### config.mk
export PLATFORM = sky130hd
export DESIGN_NAME = energy_voice_activity_segmenter
export DESIGN_NICKNAME = d
export VERILOG_FILES = /design/src/design/evas_pkg.sv /design/src/design/energy_voice_activity_segmenter.sv
export SDC_FILE = /design/constraint.sdc
export NUM_CORES = 1
export LEC_CHECK = 0
export ABC_AREA = 1
export BUFFER_PORTS_ARGS = -buffer_cell sky130_fd_sc_hd__buf_2
export CORE_ASPECT_RATIO = 0.6
export CORE_UTILIZATION = 50
export CTS_BUF_LIST = sky130_fd_sc_hd__clkbuf_16
export DETAILED_ROUTE_END_ITERATION = 8
export PLACE_DENSITY = 0.67
export SLEW_MARGIN = 15
export SYNTH_ARGS = -nofsm -noshare
export SYNTH_HDL_FRONTEND = slang
export SYNTH_SLANG_ARGS = --single-unit
### constraint.sdc
create_clock -name clk -period 11.74 [get_ports clk]
set_input_delay 1.174 -clock clk [delete_from_list [all_inputs] [get_ports clk]]
set_output_delay 1.174 -clock clk [all_outputs]
set_load 0.05 [all_outputs]
### src/design/evas_pkg.sv
// ----------------------------------------------------------------------------
// evas_pkg
// Types, register indexes and constants for the energy voice activity
// segmenter.
// ----------------------------------------------------------------------------
package evas_pkg;

  localparam int DEF_MAX_CHUNK_SAMPLES   = 4096;
  localparam int DEF_SEGMENT_LENGTH_BITS = 24;

  localparam int SAMPLE_W   = 16;
  localparam int THR_W      = 16;
  localparam int RUN_W      = 10;
  localparam int MIN_W      = 10;
  localparam int SUM_W      = 28;
  localparam int OUT_LEN_W  = 24;
  localparam int CFG_IDX_W  = 2;
  localparam int CFG_DATA_W = 16;

  localparam logic [CFG_IDX_W-1:0] REG_SILENCE_THRESHOLD     = 2'd0;
  localparam logic [CFG_IDX_W-1:0] REG_SILENT_CHUNKS_TO_STOP = 2'd1;
  localparam logic [CFG_IDX_W-1:0] REG_MIN_SEGMENT_CHUNKS    = 2'd2;

  localparam logic [THR_W-1:0] THRESHOLD_RESET = 16'd750;
  localparam logic [RUN_W-1:0] STOP_RESET      = 10'd30;
  localparam logic [MIN_W-1:0] MIN_RESET       = 10'd50;

  typedef struct packed {
    logic signed [SAMPLE_W-1:0] sample;
    logic                       chunk_last;
  } in_t;

  typedef struct packed {
    logic                 chunk_voiced;
    logic                 chunk_kept;
    logic                 segment_end;
    logic [OUT_LEN_W-1:0] segment_samples;
    logic [RUN_W-1:0]     silent_run;
  } out_t;

endpackage

### src/design/energy_voice_activity_segmenter.sv
// ----------------------------------------------------------------------------
// energy_voice_activity_segmenter
// Chunk energy detector with silence-terminated segment tracking.
// ----------------------------------------------------------------------------
// Takes one PCM sample per cycle and gives one result word per closed chunk.
// A sample is held in an input register; from there its magnitude is added
// to the chunk sum and, when it closes the chunk, the voiced decision and
// the segment update are made and the result register is loaded, so the
// result word is registered. The sustained rate is one
// sample per cycle; in_stall rises only while a chunk-closing sample waits
// behind a result word that the receiver stalls. A chunk also closes by
// itself when it reaches MAX_CHUNK_SAMPLES samples.
module energy_voice_activity_segmenter #(
  parameter int MAX_CHUNK_SAMPLES   = evas_pkg::DEF_MAX_CHUNK_SAMPLES,
  parameter int SEGMENT_LENGTH_BITS = evas_pkg::DEF_SEGMENT_LENGTH_BITS
) (
  input  logic                            clk,
  input  logic                            rst,
  input  logic                            cfg_write,
  input  logic [evas_pkg::CFG_IDX_W-1:0]  cfg_index,
  input  logic [evas_pkg::CFG_DATA_W-1:0] cfg_data,
  input  logic                            in_valid,
  output logic                            in_stall,
  input  evas_pkg::in_t                   in_data,
  output logic                            out_valid,
  input  logic                            out_stall,
  output evas_pkg::out_t                  out_data
);

  localparam int CW    = $clog2(MAX_CHUNK_SAMPLES + 1);
  localparam int SLW   = SEGMENT_LENGTH_BITS;
  localparam int PW    = evas_pkg::THR_W + 1 + CW;
  localparam int NW    = PW + 1;
  localparam int CMPW  = (NW > evas_pkg::SUM_W) ? NW : evas_pkg::SUM_W;
  localparam int SUMW  = ((SLW > CW) ? SLW : CW) + 1;
  localparam int MW    = evas_pkg::MIN_W + CW;
  localparam int LCMPW = (SLW > MW) ? SLW : MW;
  localparam int LW    = (SLW > evas_pkg::OUT_LEN_W) ? SLW : evas_pkg::OUT_LEN_W;
  localparam int RUN_W = evas_pkg::RUN_W;

  logic [evas_pkg::THR_W-1:0] silence_threshold;
  logic [RUN_W-1:0]           silent_chunks_to_stop;
  logic [evas_pkg::MIN_W-1:0] min_segment_chunks;

  logic          s1_valid;
  evas_pkg::in_t s1_data;

  logic                       in_segment;
  logic [evas_pkg::SUM_W-1:0] level_sum;
  logic [CW-1:0]              chunk_samples;
  logic [SLW-1:0]             segment_length;
  logic [RUN_W-1:0]           silence_run;

  logic [evas_pkg::SUM_W-1:0] level_sum_next;
  logic [CW-1:0]              chunk_samples_next;
  logic                       in_segment_next;
  logic [SLW-1:0]             segment_length_next;
  logic [RUN_W-1:0]           silence_run_next;

  logic [evas_pkg::SAMPLE_W:0] mag;
  logic [evas_pkg::SUM_W:0]    sum_add;
  logic [evas_pkg::SUM_W-1:0]  sum_sat;
  logic [CW-1:0]               n;
  logic                        closes;
  logic [PW-1:0]               prod;
  logic [NW-1:0]               need;
  logic                        voiced;
  logic                        open_seg;
  logic [SUMW-1:0]             len_add;
  logic [SLW-1:0]              len_sat;
  logic [MW-1:0]               min_len;
  logic [RUN_W-1:0]            run_upd;
  logic                        ended;
  logic [LW-1:0]               len_ext;
  logic                        out_free;
  logic                        proceed;
  evas_pkg::out_t              result;

  always_ff @(posedge clk) begin
    if (rst) begin
      silence_threshold     <= evas_pkg::THRESHOLD_RESET;
      silent_chunks_to_stop <= evas_pkg::STOP_RESET;
      min_segment_chunks    <= evas_pkg::MIN_RESET;
    end else if (cfg_write) begin
      case (cfg_index)
        evas_pkg::REG_SILENCE_THRESHOLD:
          silence_threshold <= cfg_data;
        evas_pkg::REG_SILENT_CHUNKS_TO_STOP:
          silent_chunks_to_stop <= cfg_data[RUN_W-1:0];
        evas_pkg::REG_MIN_SEGMENT_CHUNKS:
          min_segment_chunks <= cfg_data[evas_pkg::MIN_W-1:0];
        default: ;
      endcase
    end
  end

  assign out_free = !out_valid || !out_stall;
  assign proceed  = s1_valid && (!closes || out_free);
  assign in_stall = s1_valid && !proceed;

  always_ff @(posedge clk) begin
    if (rst) begin
      s1_valid <= 1'b0;
    end else if (!in_stall) begin
      s1_valid <= in_valid;
    end
  end

  always_ff @(posedge clk) begin
    if (!in_stall && in_valid) begin
      s1_data <= in_data;
    end
  end

  always_comb begin
    mag     = s1_data.sample[evas_pkg::SAMPLE_W-1]
              ? (evas_pkg::SAMPLE_W + 1)'(-{s1_data.sample[evas_pkg::SAMPLE_W-1],
                                            s1_data.sample})
              : {1'b0, s1_data.sample};
    sum_add = (evas_pkg::SUM_W + 1)'(level_sum) + (evas_pkg::SUM_W + 1)'(mag);
    sum_sat = sum_add[evas_pkg::SUM_W] ? '1 : sum_add[evas_pkg::SUM_W-1:0];
    n       = chunk_samples + CW'(1);
    closes  = s1_data.chunk_last || (n >= CW'(MAX_CHUNK_SAMPLES));

    prod    = PW'({1'b0, silence_threshold} + 17'd1) * PW'(n);
    need    = {prod, 1'b0};
    voiced  = CMPW'(sum_sat) >= CMPW'(need);

    open_seg = in_segment || voiced;
    len_add  = SUMW'(segment_length) + SUMW'(n);
    len_sat  = (len_add > SUMW'({SLW{1'b1}})) ? '1 : SLW'(len_add);
    min_len  = MW'(min_segment_chunks) * MW'(n);
    if (voiced) begin
      run_upd = '0;
    end else if (in_segment) begin
      run_upd = (silence_run == '1) ? silence_run : silence_run + RUN_W'(1);
    end else begin
      run_upd = RUN_W'(1);
    end
    ended = open_seg && !voiced && (run_upd >= silent_chunks_to_stop)
            && (LCMPW'(len_sat) >= LCMPW'(min_len));

    len_ext = LW'(len_sat);
    result.chunk_voiced    = voiced;
    result.chunk_kept      = open_seg;
    result.segment_end     = ended;
    result.segment_samples = !open_seg ? '0
                           : (len_ext > LW'({evas_pkg::OUT_LEN_W{1'b1}})) ? '1
                           : len_ext[evas_pkg::OUT_LEN_W-1:0];
    result.silent_run      = open_seg ? run_upd : '0;

    level_sum_next      = closes ? '0 : sum_sat;
    chunk_samples_next  = closes ? '0 : n;
    in_segment_next     = in_segment;
    segment_length_next = segment_length;
    silence_run_next    = silence_run;
    if (closes && open_seg) begin
      in_segment_next     = !ended;
      segment_length_next = ended ? '0 : len_sat;
      silence_run_next    = ended ? '0 : run_upd;
    end
  end

  always_ff @(posedge clk) begin
    if (rst) begin
      in_segment     <= 1'b0;
      level_sum      <= '0;
      chunk_samples  <= '0;
      segment_length <= '0;
      silence_run    <= '0;
    end else if (proceed) begin
      in_segment     <= in_segment_next;
      level_sum      <= level_sum_next;
      chunk_samples  <= chunk_samples_next;
      segment_length <= segment_length_next;
      silence_run    <= silence_run_next;
    end
  end

  always_ff @(posedge clk) begin
    if (rst) begin
      out_valid <= 1'b0;
    end else if (proceed && closes) begin
      out_valid <= 1'b1;
    end else if (!out_stall) begin
      out_valid <= 1'b0;
    end
  end

  always_ff @(posedge clk) begin
    if (proceed && closes) begin
      out_data <= result;
    end
  end

endmodule

==> impl_metrics.json <==
{
  "status": "complete, no violations",
  "placed_cells": 3458,
  "grt_pass1_vias": 18100,
  "vias_per_cell": 5.55,
  "rsz0062_at_grt": "false",
  "powerDensity_mw_per_mm2": 67.6,
  "synth-async-reset-ratio": 0,
  "setup_viol": 0,
  "clock_sinks": 168,
  "synth-main-ff-cell": "dfxtp_1",
  "routedWlPerCell_um": 18.6,
  "cp_num_buf_inv": 5,
  "cp-endpoint": "segment_length[15]",
  "drcViolationCount": 0,
  "path_max_fanout": 36,
  "stdcell_area_mm2": 0.0232,
  "period_needed_ns": 10.78,
  "numCtsBuffers": 17,
  "io_pins": 79,
  "num_rows": 58,
  "cts_setup_buffers": 0,
  "hpwl_mm": 52.9,
  "cts_resized": 0,
  "cts_tree": "built",
  "clock_skew_ns": 0.00978,
  "grt_usage": 0.299,
  "leakagePower_nw": 11.8,
  "max_freq_mhz": 92.8,
  "maxSlewHeadroom": 0.273,
  "synth.yosys.seq_area_share": 0.180,
  "dieArea_mm2": 0.0443,
  "syn_inst": 2865,
  "final_common_cell": "nand2_1",
  "drtIter0Drc": 2226,
  "startpoint_type": "flop",
  "core-area_mm2": 0.0423,
  "fin_crit_sh": 0.918,
  "drt_wl_total_mm": 65.0,
  "postRouteAntennaNets": 0,
  "clock_path_buffers": 2,
  "cts.clk_slew.worst_paths_ns": 0.07,
  "ys_ff_latch": 168,
  "ff2ff_path_depth": 51,
  "yosys_warnings": 0,
  "clock_latency_ns": 0.45,
  "syn_area_per_cell_um2": 7.57,
  "ys_types": 56,
  "n_fill_cell": 3994,
  "port_buffers": 78,
  "grt_antenna_before_repair": 3,
  "critical_path.top_delay_family": "simple AND/OR/NAND/NOR gates",
  "worst_pin_slew_ns": 1.08,
  "grt_max_degree": 79,
  "vias": 19400,
  "finalSetupTns_ns": 0,
  "grt_pass1_wl_mm": 102,
  "dpl_cell_area_mm2": 0.0226,
  "rrSetupSlack_ns": 0.96,
  "cp-startpoint": "silence_threshold[0]",
  "drive_gt1_frac": 0.0651,
  "synth_nets": 3385,
  "cts.hold.buffers_added": 0,
  "htree_num_levels": 4,
  "hold_viol": 0,
  "r2r-start": "silence_threshold[0]",
  "syn-cell-area_mm2": 0.0217,
  "cp_slowest_cell": "xor2_1",
  "synth_edf_count": 54,
  "die_h_um": 163,
  "peakVddDrop_mv": 0.110,
  "crit_arrival_ns": 11.07,
  "yosys-top-cells-area": "fa_1 (23%), ha_1 (13%), nand2_1 (11%)",
  "gp_congestion": 0.957,
  "fp.dieW_um": 271,
  "hold_path_class": "reg -> reg",
  "critPathRequiredTime_ns": 12.03,
  "max_cap_viol_count": 0,
  "holdWs_ns": 0.472,
  "nNetsFinal": 3427,
  "cp.depth": 51,
  "yosysTopAreaCell": "fa_1",
  "yosysTopAreaCellShare": 0.233,
  "crit_type": "reg -> reg",
  "cts_root_buf": "clkbuf_16",
  "final_cells": 3493,
  "r2r_end": "segment_length[15]",
  "drt_first_pass_iters": 6,
  "slew_viol_final": 0,
  "most-common-layout-cells": "nand2_1 (657), inv_1 (505), nor2_1 (283), fa_1 (253), ha_1 (227)",
  "cp-end-kind": "flop",
  "critPathMaxStageDelay_ns": 0.68,
  "start_util": 0.513,
  "area_growth_pct": 7.16,
  "grt-ovfl-total": 0
}
==> cells by family after synthesis <==
| group | count (synthesis) | share of synthesized area |
|---|---|---|
| compound gates | 355 | 0.0882 |
| xor+xnor | 95 | 0.0384 |
| simple gates | 1159 | 0.221 |
| other cells | 1 | 0.000173 |
| buf+inv | 607 | 0.108 |
| fa+ha+maj | 480 | 0.364 |
| flops | 168 | 0.180 |
==> synthesized netlist by cell type, types with 4 or more instances <==
master and instances:
or2_2 19, nand4_1 20, buf_1 5, inv_2 7, nand3b_1 7, buf_2 7
ha_1 227, xor2_1 60, fa_1 253, buf_4 8, nor3_1 26, nand3_1 107
o211ai_1 13, nand2_2 6, nor2_1 284, edfxtp_1 54, inv_1 505, and3_1 4
clkbuf_1 60, a31oi_1 14, a21oi_1 218, o21ai_0 80, clkinv_1 9, nand2_1 658
dfxtp_1 114, nor3_2 5, nor4_1 9, xnor2_1 35, o21bai_1 8
==> final cells by class <==
cell class                 instances  area (µm²)  area share
multi-input combinational       2090       15500       0.665
sequential                       168        3900       0.168
inverter                         523        1970      0.0847
tap                              570         713      0.0307
timing repair buffer             107         608      0.0262
clock buffer                      17         425      0.0183
clock inverter                    15         156     0.00673
antenna                            3        7.51    0.000323
==> metrics by stage <==
step	setup WS [ns]	power [W]	utilization
finish	0.963	0.00157	0.549
global route	0.0879	0.00164	0.549
CTS	0.709	0.00157	0.549
detailed placement	0.733	0.000983	0.535
global placement	1.17	0.000974	0.535
floorplan	3.27	0.000879	-
==> worst reg2reg max path: cells and delay by family, from the launching register on <==
family                     cells  cell delay (ns)
and+or+nand+nor               29             4.07
adders and majority gates      8             3.36
xor gates and xnor gates       2             1.00
AOI/OAI and AO/OA              7             1.00
DFF                            1             0.65
buffers and inverters          5             0.55
==> state kept, by name, summed over array words and instances, names as in the netlist <==
signal,flops
s1_data,17
chunk_samples,13
silence_threshold,16
s1_valid,1
level_sum,28
silence_run,10
segment_length,24
in_segment,1
silent_chunks_to_stop,10
min_segment_chunks,10
out_valid,1
out_data,37
==> worst min path at each step <==
| stage | depth (start not counted) | to | start |
|---|---|---|---|
| 6_report | 2 | level_sum[13] | level_sum[13] |
| 5_1_grt | 2 | segment_length[10] | segment_length[10] |
| 4_1_cts | 2 | level_sum[6] | level_sum[6] |
| 3_5_place_dp | 2 | level_sum[13] | level_sum[13] |
| 3_3_place_gp | 2 | level_sum[6] | level_sum[6] |
| 2_1_floorplan | 2 | silent_chunks_to_stop[9] | silent_chunks_to_stop[9] |
==> metal layers <==
layer | global-route usage | vias to the layer above | wire [µm]
met3 | 0.0925 | 46 | 8530
met4 | 0.0511 | 0 | 640
met2 | 0.383 | 966 | 24100
met5 | 0 | - | 0
li1 | - | 9032 | -
met1 | 0.479 | 9338 | 31700
==> power breakdown <==
group	total, W	switching (W)	internal (W)
Combinational	0.000348	0.000241	0.000107
Sequential	0.000633	0.0000174	0.000616
Clock	0.000591	0.000288	0.000302
Total	0.00157	0.000547	0.00103
No activity file was read; power rests on OpenSTA's default activity.
